--- src/rtl/dfcp_pkg.sv ---
// Shared types, character codes and helpers for the drill-file command parser.
`timescale 1ns / 1ps

package dfcp_pkg;

    localparam int TOOL_COUNT   = 10;
    localparam int TARGET_SLOTS = 256;

    localparam int TOOL_W  = $clog2(TOOL_COUNT + 1);
    localparam int TPROD_W = $clog2(TOOL_COUNT * 10 + 10);
    localparam int TIDX_W  = (TOOL_COUNT > 1) ? $clog2(TOOL_COUNT) : 1;
    localparam int SLOT_W  = $clog2(TARGET_SLOTS);

    localparam logic [7:0] CHR_0   = 8'h30;
    localparam logic [7:0] CHR_9   = 8'h39;
    localparam logic [7:0] CHR_CR  = 8'h0D;
    localparam logic [7:0] CHR_DOT = 8'h2E;
    localparam logic [7:0] CHR_C   = 8'h43;
    localparam logic [7:0] CHR_G   = 8'h47;
    localparam logic [7:0] CHR_M   = 8'h4D;
    localparam logic [7:0] CHR_T   = 8'h54;
    localparam logic [7:0] CHR_X   = 8'h58;
    localparam logic [7:0] CHR_Y   = 8'h59;

    localparam logic [15:0] GCODE_ABS = 16'd90;
    localparam logic [15:0] GCODE_REL = 16'd91;

    localparam logic [2:0] CAUSE_C     = 3'd0;
    localparam logic [2:0] CAUSE_G     = 3'd1;
    localparam logic [2:0] CAUSE_M     = 3'd2;
    localparam logic [2:0] CAUSE_T     = 3'd3;
    localparam logic [2:0] CAUSE_XY    = 3'd4;
    localparam logic [2:0] CAUSE_TBIG  = 3'd5;
    localparam logic [2:0] CAUSE_TZERO = 3'd6;

    typedef enum logic [3:0] {
        TK_DIGIT,
        TK_DOT,
        TK_CR,
        TK_C,
        TK_G,
        TK_M,
        TK_T,
        TK_X,
        TK_Y,
        TK_OTHER
    } tok_kind_t;

    typedef struct packed {
        tok_kind_t  kind;
        logic [3:0] digit;
    } tok_t;

    typedef enum logic [2:0] {
        KIND_POS   = 3'd0,
        KIND_SIZE  = 3'd1,
        KIND_GCODE = 3'd2,
        KIND_MCODE = 3'd3,
        KIND_TSEL  = 3'd4,
        KIND_ERR   = 3'd5
    } kind_t;

    typedef struct packed {
        kind_t       kind;
        logic [2:0]  error_cause;
        logic [15:0] x_coord;
        logic [15:0] y_coord;
        logic [7:0]  slot_index;
        logic [3:0]  tool_id;
        logic [15:0] code_value;
    } res_t;

    // value * 10 + digit, wrapping at 16 bits
    function automatic logic [15:0] acc10(logic [15:0] v, logic [3:0] d);
        return (v << 3) + (v << 1) + {12'b0, d};
    endfunction

endpackage

--- src/rtl/drill_file_command_parser.sv ---
// Top level of the drill-file command parser: byte front end, parser back end.
// A byte accepted by the front end is classified into the token queue; the parser
// takes it in a single step while the result queue is not full, and any result
// it yields shows on the result ports (empty low) as soon as it is queued.
// Throughput: one byte per cycle while the result queue is not full.
// Reset (rst_n low, asynchronous): queues empty, positions, slot counter, mode,
// error latch and the tool size table cleared.
`timescale 1ns / 1ps

module drill_file_command_parser
(
    input  logic        clk,
    input  logic        rst_n,
    input  logic        push,
    output logic        full,
    input  logic [7:0]  rx_byte,
    output logic        empty,
    input  logic        pop,
    output logic [2:0]  kind,
    output logic [2:0]  error_cause,
    output logic [15:0] x_coord,
    output logic [15:0] y_coord,
    output logic [7:0]  slot_index,
    output logic [3:0]  tool_id,
    output logic [15:0] code_value
);

    logic           tok_valid;
    logic           tok_pop;
    dfcp_pkg::tok_t tok;
    dfcp_pkg::res_t res;

    dfcp_front u_front
    (
        .clk       (clk),
        .rst_n     (rst_n),
        .push      (push),
        .full      (full),
        .rx_byte   (rx_byte),
        .tok_valid (tok_valid),
        .tok       (tok),
        .tok_pop   (tok_pop)
    );

    dfcp_back u_back
    (
        .clk       (clk),
        .rst_n     (rst_n),
        .tok_valid (tok_valid),
        .tok       (tok),
        .tok_pop   (tok_pop),
        .empty     (empty),
        .pop       (pop),
        .res       (res)
    );

    assign kind        = res.kind;
    assign error_cause = res.error_cause;
    assign x_coord     = res.x_coord;
    assign y_coord     = res.y_coord;
    assign slot_index  = res.slot_index;
    assign tool_id     = res.tool_id;
    assign code_value  = res.code_value;

endmodule

--- src/rtl/dfcp_front.sv ---
// Front end: classifies received bytes into tokens and queues them for the parser.
`timescale 1ns / 1ps

module dfcp_front
(
    input  logic              clk,
    input  logic              rst_n,
    input  logic              push,
    output logic              full,
    input  logic [7:0]        rx_byte,
    output logic              tok_valid,
    output dfcp_pkg::tok_t    tok,
    input  logic              tok_pop
);

    dfcp_pkg::tok_t tok_new;
    dfcp_pkg::tok_t tq_mem_reg [2];
    logic           wptr_reg, wptr_next;
    logic           rptr_reg, rptr_next;
    logic [1:0]     cnt_reg, cnt_next;
    logic           wr_en;
    logic           rd_en;

    always_comb
    begin
        tok_new.digit = rx_byte[3:0];
        tok_new.kind  = dfcp_pkg::TK_OTHER;
        if (rx_byte inside {[dfcp_pkg::CHR_0:dfcp_pkg::CHR_9]})
        begin
            tok_new.kind = dfcp_pkg::TK_DIGIT;
        end
        else
        begin
            case (rx_byte)
                dfcp_pkg::CHR_DOT: tok_new.kind = dfcp_pkg::TK_DOT;
                dfcp_pkg::CHR_CR:  tok_new.kind = dfcp_pkg::TK_CR;
                dfcp_pkg::CHR_C:   tok_new.kind = dfcp_pkg::TK_C;
                dfcp_pkg::CHR_G:   tok_new.kind = dfcp_pkg::TK_G;
                dfcp_pkg::CHR_M:   tok_new.kind = dfcp_pkg::TK_M;
                dfcp_pkg::CHR_T:   tok_new.kind = dfcp_pkg::TK_T;
                dfcp_pkg::CHR_X:   tok_new.kind = dfcp_pkg::TK_X;
                dfcp_pkg::CHR_Y:   tok_new.kind = dfcp_pkg::TK_Y;
                default:           tok_new.kind = dfcp_pkg::TK_OTHER;
            endcase
        end
    end

    assign full      = (cnt_reg == 2'd2);
    assign tok_valid = (cnt_reg != 2'd0);
    assign tok       = tq_mem_reg[rptr_reg];
    assign wr_en     = push && !full;
    assign rd_en     = tok_pop && tok_valid;

    always_comb
    begin
        wptr_next = wr_en ? !wptr_reg : wptr_reg;
        rptr_next = rd_en ? !rptr_reg : rptr_reg;
        cnt_next  = cnt_reg + {1'b0, wr_en} - {1'b0, rd_en};
    end

    always_ff @(posedge clk or negedge rst_n)
    begin
        if (!rst_n)
        begin
            wptr_reg <= 1'b0;
            rptr_reg <= 1'b0;
            cnt_reg  <= 2'd0;
        end
        else
        begin
            wptr_reg <= wptr_next;
            rptr_reg <= rptr_next;
            cnt_reg  <= cnt_next;
        end
    end

    always_ff @(posedge clk)
    begin
        if (wr_en)
        begin
            tq_mem_reg[wptr_reg] <= tok_new;
        end
    end

endmodule

--- src/rtl/dfcp_back.sv ---
// Back end: line parser state machine, tool size table and result queue.
`timescale 1ns / 1ps

module dfcp_back
(
    input  logic              clk,
    input  logic              rst_n,
    input  logic              tok_valid,
    input  dfcp_pkg::tok_t    tok,
    output logic              tok_pop,
    output logic              empty,
    input  logic              pop,
    output dfcp_pkg::res_t    res
);

    typedef enum logic [2:0] {
        M_IDLE,
        M_C,
        M_G,
        M_M,
        M_T,
        M_X,
        M_Y,
        M_SKIP
    } mode_t;

    mode_t                         mode_reg, mode_next;
    logic [15:0]                   xpos_reg, xpos_next;
    logic [15:0]                   ypos_reg, ypos_next;
    logic [15:0]                   xpend_reg, xpend_next;
    logic [15:0]                   ypend_reg, ypend_next;
    logic [15:0]                   gnum_reg, gnum_next;
    logic [15:0]                   mnum_reg, mnum_next;
    logic [dfcp_pkg::TOOL_W-1:0]   tool_reg, tool_next;
    logic                          rel_reg, rel_next;
    logic                          err_reg, err_next;
    logic                          xseen_reg, xseen_next;
    logic                          yseen_reg, yseen_next;
    logic [dfcp_pkg::SLOT_W-1:0]   slot_reg, slot_next;
    logic [15:0]                   tsz_reg [dfcp_pkg::TOOL_COUNT];

    logic                          tsz_we;
    logic [15:0]                   tsz_wdata;
    logic [dfcp_pkg::TIDX_W-1:0]   tidx;
    logic [15:0]                   tsz_rd;
    logic                          has_tool;
    logic [dfcp_pkg::TPROD_W-1:0]  tool_prod;
    logic [dfcp_pkg::TOOL_W+3:0]   tool_ext;
    logic [dfcp_pkg::SLOT_W+7:0]   slot_ext;
    logic [15:0]                   xnew, ynew;
    logic                          fire;
    logic                          clear_line;

    logic                          res_push;
    dfcp_pkg::res_t                res_new;
    dfcp_pkg::res_t                rq_mem_reg [2];
    logic                          rq_wptr_reg, rq_wptr_next;
    logic                          rq_rptr_reg, rq_rptr_next;
    logic [1:0]                    rq_cnt_reg, rq_cnt_next;
    logic                          rq_full;
    logic                          rq_pop;

    assign rq_full = (rq_cnt_reg == 2'd2);
    assign empty   = (rq_cnt_reg == 2'd0);
    assign res     = rq_mem_reg[rq_rptr_reg];
    assign rq_pop  = pop && !empty;

    // drop tokens once an error is latched
    assign tok_pop = tok_valid && (err_reg || !rq_full);
    assign fire    = tok_valid && !err_reg && !rq_full;

    assign has_tool  = (tool_reg != '0);
    assign tidx      = dfcp_pkg::TIDX_W'(tool_reg - dfcp_pkg::TOOL_W'(1));
    assign tsz_rd    = tsz_reg[tidx];
    assign tool_prod = (dfcp_pkg::TPROD_W'(tool_reg) << 3)
                     + (dfcp_pkg::TPROD_W'(tool_reg) << 1)
                     + dfcp_pkg::TPROD_W'(tok.digit);
    assign tool_ext  = {4'b0, tool_reg};
    assign slot_ext  = {8'b0, slot_reg};

    always_comb
    begin
        if (rel_reg)
        begin
            xnew = xpos_reg + xpend_reg;
            ynew = ypos_reg + ypend_reg;
        end
        else
        begin
            xnew = xseen_reg ? xpend_reg : xpos_reg;
            ynew = yseen_reg ? ypend_reg : ypos_reg;
        end
    end

    always_comb
    begin
        mode_next  = mode_reg;
        xpos_next  = xpos_reg;
        ypos_next  = ypos_reg;
        xpend_next = xpend_reg;
        ypend_next = ypend_reg;
        gnum_next  = gnum_reg;
        mnum_next  = mnum_reg;
        tool_next  = tool_reg;
        rel_next   = rel_reg;
        err_next   = err_reg;
        xseen_next = xseen_reg;
        yseen_next = yseen_reg;
        slot_next  = slot_reg;
        tsz_we     = 1'b0;
        tsz_wdata  = 16'd0;
        clear_line = 1'b0;
        res_push   = 1'b0;
        res_new    = '0;

        if (fire)
        begin
            case (mode_reg)
                M_IDLE:
                begin
                    case (tok.kind)
                        dfcp_pkg::TK_G: mode_next = M_G;
                        dfcp_pkg::TK_M: mode_next = M_M;
                        dfcp_pkg::TK_T: mode_next = M_T;
                        dfcp_pkg::TK_X:
                        begin
                            mode_next  = M_X;
                            xseen_next = 1'b1;
                        end
                        dfcp_pkg::TK_Y:
                        begin
                            mode_next  = M_Y;
                            yseen_next = 1'b1;
                        end
                        default: mode_next = M_SKIP;
                    endcase
                end

                M_C:
                begin
                    if (tok.kind == dfcp_pkg::TK_DIGIT)
                    begin
                        if (!has_tool)
                        begin
                            err_next            = 1'b1;
                            clear_line          = 1'b1;
                            res_push            = 1'b1;
                            res_new.kind        = dfcp_pkg::KIND_ERR;
                            res_new.error_cause = dfcp_pkg::CAUSE_TZERO;
                        end
                        else
                        begin
                            tsz_we    = 1'b1;
                            tsz_wdata = dfcp_pkg::acc10(tsz_rd, tok.digit);
                        end
                    end
                    else if (tok.kind == dfcp_pkg::TK_DOT)
                    begin
                        mode_next = M_C;
                    end
                    else if (tok.kind == dfcp_pkg::TK_CR)
                    begin
                        clear_line         = 1'b1;
                        res_push           = 1'b1;
                        res_new.kind       = dfcp_pkg::KIND_SIZE;
                        res_new.tool_id    = tool_ext[3:0];
                        res_new.code_value = has_tool ? tsz_rd : 16'd0;
                    end
                    else
                    begin
                        err_next            = 1'b1;
                        clear_line          = 1'b1;
                        res_push            = 1'b1;
                        res_new.kind        = dfcp_pkg::KIND_ERR;
                        res_new.error_cause = dfcp_pkg::CAUSE_C;
                    end
                end

                M_G:
                begin
                    if (tok.kind == dfcp_pkg::TK_DIGIT)
                    begin
                        gnum_next = dfcp_pkg::acc10(gnum_reg, tok.digit);
                    end
                    else if (tok.kind == dfcp_pkg::TK_CR)
                    begin
                        if (gnum_reg == dfcp_pkg::GCODE_ABS)
                        begin
                            rel_next = 1'b0;
                        end
                        else if (gnum_reg == dfcp_pkg::GCODE_REL)
                        begin
                            rel_next = 1'b1;
                        end
                        clear_line         = 1'b1;
                        res_push           = 1'b1;
                        res_new.kind       = dfcp_pkg::KIND_GCODE;
                        res_new.code_value = gnum_reg;
                    end
                    else
                    begin
                        err_next            = 1'b1;
                        clear_line          = 1'b1;
                        res_push            = 1'b1;
                        res_new.kind        = dfcp_pkg::KIND_ERR;
                        res_new.error_cause = dfcp_pkg::CAUSE_G;
                    end
                end

                M_M:
                begin
                    if (tok.kind == dfcp_pkg::TK_DIGIT)
                    begin
                        mnum_next = dfcp_pkg::acc10(mnum_reg, tok.digit);
                    end
                    else if (tok.kind == dfcp_pkg::TK_CR)
                    begin
                        clear_line         = 1'b1;
                        res_push           = 1'b1;
                        res_new.kind       = dfcp_pkg::KIND_MCODE;
                        res_new.code_value = mnum_reg;
                    end
                    else
                    begin
                        err_next            = 1'b1;
                        clear_line          = 1'b1;
                        res_push            = 1'b1;
                        res_new.kind        = dfcp_pkg::KIND_ERR;
                        res_new.error_cause = dfcp_pkg::CAUSE_M;
                    end
                end

                M_T:
                begin
                    if (tok.kind == dfcp_pkg::TK_DIGIT)
                    begin
                        if (tool_prod > dfcp_pkg::TPROD_W'(dfcp_pkg::TOOL_COUNT))
                        begin
                            err_next            = 1'b1;
                            clear_line          = 1'b1;
                            res_push            = 1'b1;
                            res_new.kind        = dfcp_pkg::KIND_ERR;
                            res_new.error_cause = dfcp_pkg::CAUSE_TBIG;
                        end
                        else
                        begin
                            tool_next = tool_prod[dfcp_pkg::TOOL_W-1:0];
                        end
                    end
                    else if (tok.kind == dfcp_pkg::TK_C)
                    begin
                        // redefining a tool starts its diameter from zero
                        mode_next = M_C;
                        tsz_we    = has_tool;
                        tsz_wdata = 16'd0;
                    end
                    else if (tok.kind == dfcp_pkg::TK_CR)
                    begin
                        clear_line      = 1'b1;
                        res_push        = 1'b1;
                        res_new.kind    = dfcp_pkg::KIND_TSEL;
                        res_new.tool_id = tool_ext[3:0];
                    end
                    else
                    begin
                        err_next            = 1'b1;
                        clear_line          = 1'b1;
                        res_push            = 1'b1;
                        res_new.kind        = dfcp_pkg::KIND_ERR;
                        res_new.error_cause = dfcp_pkg::CAUSE_T;
                    end
                end

                M_X, M_Y:
                begin
                    if (tok.kind == dfcp_pkg::TK_DIGIT)
                    begin
                        if (mode_reg == M_X)
                        begin
                            xpend_next = dfcp_pkg::acc10(xpend_reg, tok.digit);
                        end
                        else
                        begin
                            ypend_next = dfcp_pkg::acc10(ypend_reg, tok.digit);
                        end
                    end
                    else if (tok.kind == dfcp_pkg::TK_DOT)
                    begin
                        mode_next = mode_reg;
                    end
                    else if (tok.kind == dfcp_pkg::TK_Y)
                    begin
                        mode_next  = M_Y;
                        yseen_next = 1'b1;
                    end
                    else if (tok.kind == dfcp_pkg::TK_CR)
                    begin
                        xpos_next = xnew;
                        ypos_next = ynew;
                        if (slot_reg == dfcp_pkg::SLOT_W'(dfcp_pkg::TARGET_SLOTS - 1))
                        begin
                            slot_next = '0;
                        end
                        else
                        begin
                            slot_next = slot_reg + dfcp_pkg::SLOT_W'(1);
                        end
                        clear_line         = 1'b1;
                        res_push           = 1'b1;
                        res_new.kind       = dfcp_pkg::KIND_POS;
                        res_new.x_coord    = xnew;
                        res_new.y_coord    = ynew;
                        res_new.slot_index = slot_ext[7:0];
                    end
                    else
                    begin
                        err_next            = 1'b1;
                        clear_line          = 1'b1;
                        res_push            = 1'b1;
                        res_new.kind        = dfcp_pkg::KIND_ERR;
                        res_new.error_cause = dfcp_pkg::CAUSE_XY;
                    end
                end

                M_SKIP:
                begin
                    clear_line = (tok.kind == dfcp_pkg::TK_CR);
                end

                default:
                begin
                    mode_next = M_IDLE;
                end
            endcase
        end

        if (clear_line)
        begin
            mode_next  = M_IDLE;
            xpend_next = 16'd0;
            ypend_next = 16'd0;
            gnum_next  = 16'd0;
            mnum_next  = 16'd0;
            tool_next  = '0;
            xseen_next = 1'b0;
            yseen_next = 1'b0;
        end
    end

    always_comb
    begin
        rq_wptr_next = res_push ? !rq_wptr_reg : rq_wptr_reg;
        rq_rptr_next = rq_pop ? !rq_rptr_reg : rq_rptr_reg;
        rq_cnt_next  = rq_cnt_reg + {1'b0, res_push} - {1'b0, rq_pop};
    end

    always_ff @(posedge clk or negedge rst_n)
    begin
        if (!rst_n)
        begin
            mode_reg    <= M_IDLE;
            xpos_reg    <= 16'd0;
            ypos_reg    <= 16'd0;
            xpend_reg   <= 16'd0;
            ypend_reg   <= 16'd0;
            gnum_reg    <= 16'd0;
            mnum_reg    <= 16'd0;
            tool_reg    <= '0;
            rel_reg     <= 1'b0;
            err_reg     <= 1'b0;
            xseen_reg   <= 1'b0;
            yseen_reg   <= 1'b0;
            slot_reg    <= '0;
            rq_wptr_reg <= 1'b0;
            rq_rptr_reg <= 1'b0;
            rq_cnt_reg  <= 2'd0;
            for (int i = 0; i < dfcp_pkg::TOOL_COUNT; i++)
            begin
                tsz_reg[i] <= 16'd0;
            end
        end
        else
        begin
            mode_reg    <= mode_next;
            xpos_reg    <= xpos_next;
            ypos_reg    <= ypos_next;
            xpend_reg   <= xpend_next;
            ypend_reg   <= ypend_next;
            gnum_reg    <= gnum_next;
            mnum_reg    <= mnum_next;
            tool_reg    <= tool_next;
            rel_reg     <= rel_next;
            err_reg     <= err_next;
            xseen_reg   <= xseen_next;
            yseen_reg   <= yseen_next;
            slot_reg    <= slot_next;
            rq_wptr_reg <= rq_wptr_next;
            rq_rptr_reg <= rq_rptr_next;
            rq_cnt_reg  <= rq_cnt_next;
            for (int i = 0; i < dfcp_pkg::TOOL_COUNT; i++)
            begin
                if (tsz_we && (tidx == dfcp_pkg::TIDX_W'(i)))
                begin
                    tsz_reg[i] <= tsz_wdata;
                end
            end
        end
    end

    always_ff @(posedge clk)
    begin
        if (res_push)
        begin
            rq_mem_reg[rq_wptr_reg] <= res_new;
        end
    end

    a_err_sticky: assert property (@(posedge clk) disable iff (!rst_n)
        err_reg |=> err_reg)
        else $error("error latch cleared without reset");

    a_no_result_after_err: assert property (@(posedge clk) disable iff (!rst_n)
        err_reg |-> !res_push)
        else $error("result produced after error latched");

    a_rq_bound: assert property (@(posedge clk) disable iff (!rst_n)
        rq_cnt_reg != 2'd3)
        else $error("result queue overflow");

    a_slot_only_on_pos: assert property (@(posedge clk) disable iff (!rst_n)
        !(res_push && (res_new.kind == dfcp_pkg::KIND_POS)) |=> $stable(slot_reg))
        else $error("slot counter moved without a position result");

    a_tool_in_range: assert property (@(posedge clk) disable iff (!rst_n)
        tool_reg <= dfcp_pkg::TOOL_W'(dfcp_pkg::TOOL_COUNT))
        else $error("tool number register out of range");

endmodule

--- config.mk ---
export PLATFORM = sky130hd
export DESIGN_NAME = drill_file_command_parser
export DESIGN_NICKNAME = d
export VERILOG_FILES = /design/src/rtl/dfcp_pkg.sv /design/src/rtl/drill_file_command_parser.sv /design/src/rtl/dfcp_front.sv /design/src/rtl/dfcp_back.sv
export SDC_FILE = /design/constraint.sdc
export NUM_CORES = 1
export LEC_CHECK = 0
export BUFFER_PORTS_ARGS = -buffer_cell sky130_fd_sc_hd__buf_2
export CAP_MARGIN = 20
export CORE_MARGIN = 4
export CORE_UTILIZATION = 30
export DETAILED_ROUTE_END_ITERATION = 16
export PLACE_DENSITY = 0.5
export RECOVER_POWER = 50
export SKIP_CTS_REPAIR_TIMING = 1
export SLEW_MARGIN = 20
export SYNTH_ARGS = -nofsm -noshare
export SYNTH_HDL_FRONTEND = slang
export SYNTH_SLANG_ARGS = --single-unit
--- constraint.sdc ---
create_clock -name clk -period 19.6 [get_ports clk]
set_clock_uncertainty 0.1 [all_clocks]
set_input_delay 5.88 -clock clk [delete_from_list [all_inputs] [get_ports clk]]
set_output_delay 5.88 -clock clk [all_outputs]
set_load 0.05 [all_outputs]
### Yosys cells after proc, flatten, opt, wreduce, memory -nomap -nowiden

Memory sizes are Yosys's and may differ from the RTL's.
Cells that the tools add are included.

| word-level totals | value |
|---|---|
| bits in registers | 283 |
| logic and storage cells | 304 |
| memories | 2 |
| memory bits (writable) | 148 |
| input port bits | 12 |

| operators by class | value |
|---|---|
| equal/unequal tests | 54 |
| reductions and logical operators | 58 |
| bitwise gates (word level) | 4 |
| add/sub/neg operators | 20 |
| muxes and demuxes | 133 |
| order comparisons | 4 |

Memories:

| name | words | bits a word | read ports | clocked after Yosys merged registers in | wr ports | RTL line | RTL |
|---|---|---|---|---|---|---|---|
| u_back.rq_mem_reg | 2 | 66 | 1 | 0 | 1 | dfcp_back.sv:56 | `dfcp_pkg::res_t rq_mem_reg [2];` |
| u_front.tq_mem_reg | 2 | 8 | 1 | 0 | 1 | dfcp_front.sv:17 | `dfcp_pkg::tok_t tq_mem_reg [2];` |

Operators with widths:

| cell | number |
|---|---|
| 16-bit two-way mux | 33 |
| 46-bit two-way mux | 3 |
| 16-bit adder | 7 |
| 16-bit by 4-bit adder with 16-bit output | 5 |
| 40-bit two-way mux | 2 |
| 66-bit two-way mux | 1 |
| 16-bit binary-select mux with 4-bit select | 1 |
| 20-bit two-way mux | 3 |
| 8-bit by 7-bit equality test with 1-bit output, second input constant | 6 |
| 6-bit two-way mux | 8 |
| 16-bit case mux with 3 select lines | 1 |
| 1-bit two-way mux | 45 |
| 3-bit two-way mux | 14 |
| 4-bit two-way mux | 9 |
| 16-bit by 7-bit equality test with 1-bit output, second input constant | 2 |
| 4-bit by 3-bit equality test with 1-bit output, second input constant | 8 |
| 4-bit case mux with 8 select lines | 1 |
| 6-bit case mux with 5 select lines | 1 |
| 2-bit nonzero test | 11 |
| 3-bit by 2-bit != test with 1-bit output, second input constant | 6 |
| 1-bit logical AND | 17 |
| 4-bit by 2-bit equality test with 1-bit output, second input constant | 4 |
| 4-bit AND reduction | 4 |
| 3-bit case mux with 5 select lines | 1 |
| other kinds (46) | 80 |

### Longest topological paths before layout

| logic depth | value |
|---|---|
| word-level depth | 11 |
| mapped depth | 23 |
| mapped depth without buffers | 18 |

### By module

Synthesis repeated with hierarchy kept, for this count alone.

| unflattened totals | value |
|---|---|
| cell total of the unflattened synthesis | 2270 |
| area, all modules | 24882.6 sq um |

By module, submodules not included:

| module | times used | area each (sq um) | cells an instance | sequential area each (sq um) |
|---|---|---|---|---|
| dfcp_back | 1 | 23839.1 | 2187 | 10945.5 |
| dfcp_front | 1 | 1043.5 | 83 | 580.6 |

### Worst setup path after synthesis

OpenSTA, ideal clock, no wires.

| timing path | value |
|---|---|
| path kind | input-to-reg |
| from | input rx_byte[5] |
| to | memory u_front.tq_mem_reg[0][4] (netlist bit) (data pin) |
| data required time | 19237 ps |
| arrival | 7161 ps |
| stages on the path | 7 |
| setup slack | 12077 ps |
| cell sequence | nor4b_1 > nand2_1 > o22ai_1 > a21oi_1 > o22ai_1 > nor4_1 > o31a_1 |

RTL lines:

| what | RTL line | RTL |
|---|---|---|
| from (decl) | drill_file_command_parser.sv:16 | `input logic [7:0] rx_byte,` |
| to (decl) | dfcp_front.sv:17 |  |

==> out/metrics.yaml <==
status: "finished with violations"
violations: "max-capacitance violations, max-slew violations"
finalMaxSlewViolations: 477
core_mm2: 0.08094
diodes: 0
drc: 0
hold_violations: 0
first_global_vias: 18080
synth_cells: 2352
cts_buffer_depth: 3
die_x_um: 294.3
cts_buffers: 53
clk_latency_ns: 0.62
worstSetupPathDepth: 2
io_buffers: 79
max_slew_margin: -2.653
synthFlopType: "dfrtp_1"
h-tree-depth: 2
seqPwrFrac: 0.390
antenna_found_initial: 1
grt_setup_unrepaired: "no"
final-setup-viol-count: 0
yosysWarnings: 0
cap_violations: 12
min_period_over_period: 0.5378
cts_tree: "built"
reg2regPathDepth: 16
async_reset_ff_frac: 0.6566
rrSetupSlack_ns: 10.65
p_per_area_mw_per_mm2: 94.07
ant_nets: 0
min_period_ns: 10.54
synth_edf_count: 148
num_rows: 104
nets: 2611
syn-mean-instance-area_um2: 10.45
clkTransAtPathRegs_ns: 0.06
crit_path_cell_trace: "clkbuf_1 -> buf_4"
power_switching_uw: 871.6
dieArea_mm2: 0.08661
final.setup.tns_ns: 0
gp_congestion: 0.8541
routed_wl_um: 63870
fin_area_mm2: 0.02783
p_leak_nw: 11.72
num-fill-cells: 8110
synthToLayoutAreaGrowth_pct: 13.19
ys_seq_elements: 431
min_delay_path_depth: 2
largest_reg_flops: 160
p_int_mw: 1.747
grt.total_usage: 0.1466
crit_path_start_kind: "input port"
netSwitchingFraction: 0.3329
netlist_area_mm2: 0.02459
crit_fanout: 96
drt_iter0_drc: 1030
drive_gt1_frac: 0.1252
die_y_um: 294.3
crit_arrival_ns: 10.97
cp.required_ns: 20.03
post_drt_via_cell_ratio: 5.138
crit_path_top_delay_cell: "clkbuf_1"
io_pins: 80
synth.distinct_cells: 89
vias: 18050
worstMarginPinSlew_ns: 5.479
dp_hpwl_um: 44010
critPathCaptureType: "async pin"
clkSinkCount: 431
crit_type: "in -> async"
peakVddDrop_uv: 62.31
grt_overflow: 0
hold_path_class: "reg -> reg"
initial_utilization: 0.3038
grt_max_degree: 97
synth_fp_nets: 2555
p_comb_frac: 0.224
firstDrtPassIters: 5
fmax_mhz: 94.87
place_area_mm2: 0.02614
root_buffer: "clkbuf_16"
avgRoutedWirePerCell_um: 18.18
critPathMaxStageDelay_ns: 3.75
grt_pass1_wl_um: 102000
power.share.clock: 0.386
cp_num_buf_inv: 2
seq_area_frac_synth: 0.4688
critPathTopFamily: "buffers and inverters"
-- path summary, 6_finish.rpt --
| path | start | endpoint |
|---|---|---|
| worst max-delay path | rst_n | u_back.rq_rptr_reg |
| worst min register to register | u_back.tsz_reg[134] | u_back.tsz_reg[134] |
| max in group clk | u_back.tool_reg[0] | u_back.tsz_reg[62] |
| worst min-delay path | u_back.tsz_reg[134] | u_back.tsz_reg[134] |
| min in group asynchronous | rst_n | u_back.tsz_reg[50] |
| worst max register to register | u_back.tool_reg[0] | u_back.tsz_reg[62] |
-- through the flow --
| stage | hold slack [ns] | util | cells | setup slack, ns | power, mW |
|---|---|---|---|---|---|
| 2_1_floorplan | 0.3446 | - | 2352 | 12.08 | 1.480 |
| 3_3_place_gp | 0.3576 | 0.3229 | 3413 | 11.64 | 1.624 |
| 3_5_place_dp | 0.3669 | 0.3229 | 3413 | 11.58 | 1.635 |
| 4_1_cts | 0.3786 | 0.3454 | 3513 | 10.90 | 2.662 |
| 5_1_grt | 0.3934 | 0.3439 | 3513 | 8.082 | 2.747 |
| 6_report | 0.3743 | 0.3439 | 3513 | 9.060 | 2.618 |
-- power groups by stage --
stage	clock (mW)	sequential, mW	combinational (mW)
final	1.01	1.02	0.587
after floorplan	0	0.999	0.480
after global placement	0	1.04	0.589
after detailed placement	0	1.04	0.598
after global routing	1.08	1.03	0.639
after CTS	1.04	1.02	0.600
-- metal layers --
| metal | GRT usage | up-vias | wire length, um |
|---|---|---|---|
| li1 | - | 8687 | - |
| met1 | 0.1948 | 8893 | 29020 |
| met2 | 0.2512 | 362 | 30710 |
| met3 | 0.02035 | 108 | 2380 |
| met4 | 0.04038 | 0 | 1758 |
| met5 | 0 | - | 0 |
-- logic make-up (layout without fill, tap and decap cells) --
logic type / Yosys count / after routing / share of synthesized area
AO/OA/AOI/OAI: 602 / 602 / 0.1454
XOR/XNOR: 102 / 102 / 0.03755
adder cells (fa/ha/maj): 191 / 191 / 0.1015
buffers and inverters: 171 / 272 / 0.02783
flip-flops: 431 / 431 / 0.4688
multiplexers: 175 / 175 / 0.09139
AND/OR/NAND/NOR: 680 / 680 / 0.1276
-- tightest hold or removal path, stage by stage (launching register included) --
cell     delay, ns
dfrtp_1       0.34
nand2_1       0.04
o21ai_0       0.06
-- Yosys cell counts (all sizes together), types with 5 or more instances --
master | n | area share
nor4b | 5 | 0.0020
nor2 | 154 | 0.024
dfrtp | 283 | 0.29
o41ai | 7 | 0.0025
a22oi | 7 | 0.0021
nor4 | 7 | 0.0023
buf | 31 | 0.0065
mux2i | 67 | 0.027
xnor2 | 52 | 0.019
xor2 | 49 | 0.018
o211ai | 6 | 0.0018
a21oi | 108 | 0.022
nand2 | 277 | 0.042
mux2 | 76 | 0.035
nor2b | 24 | 0.0061
a31oi | 16 | 0.0041
o31ai | 5 | 0.0017
or3 | 32 | 0.0081
nand3 | 74 | 0.015
inv | 59 | 0.0090
a211oi | 37 | 0.012
nand2b | 17 | 0.0043
nor3 | 39 | 0.0086
edfxtp | 148 | 0.18
mux4 | 32 | 0.029
and2 | 12 | 0.0031
o21a | 12 | 0.0037
clkbuf | 80 | 0.012
nand4 | 11 | 0.0031
o21bai | 8 | 0.0024
fa | 14 | 0.011
o21ai | 295 | 0.060
a21o | 47 | 0.014
and3 | 8 | 0.0020
nor3b | 5 | 0.0019
ha | 177 | 0.090
o22ai | 11 | 0.0028
-- area by class of cell --
class | count | area, um^2 | share of cell area
Multi-Input combinational cell | 1750 | 12330 | 0.4432
Sequential cell | 431 | 11530 | 0.4143
Clock buffer | 64 | 1408 | 0.05057
Tap cell | 1060 | 1326 | 0.04765
Timing Repair Buffer | 112 | 594.3 | 0.02135
Clock inverter | 36 | 415.4 | 0.01492
Inverter | 60 | 225.2 | 0.008092
-- cell usage in the layout (no fill, tap or decap), types with 51 or more instances in the layout --
cell type  synthesis  routed
o21ai_1          113      54
edfxtp_1         148     148
nor2_1           154     153
buf_2             16      73
ha_1             177     176
nand3_1           74      74
clkbuf_16          0      53
nand2_1          276     276
mux2_2            75      75
a21oi_1          108     108
dfrtp_1          283     282
inv_1             58      58
xnor2_1           51      51
o21ai_0          182     241
mux2i_1           67      67
(Power assumes the default switching activity.)
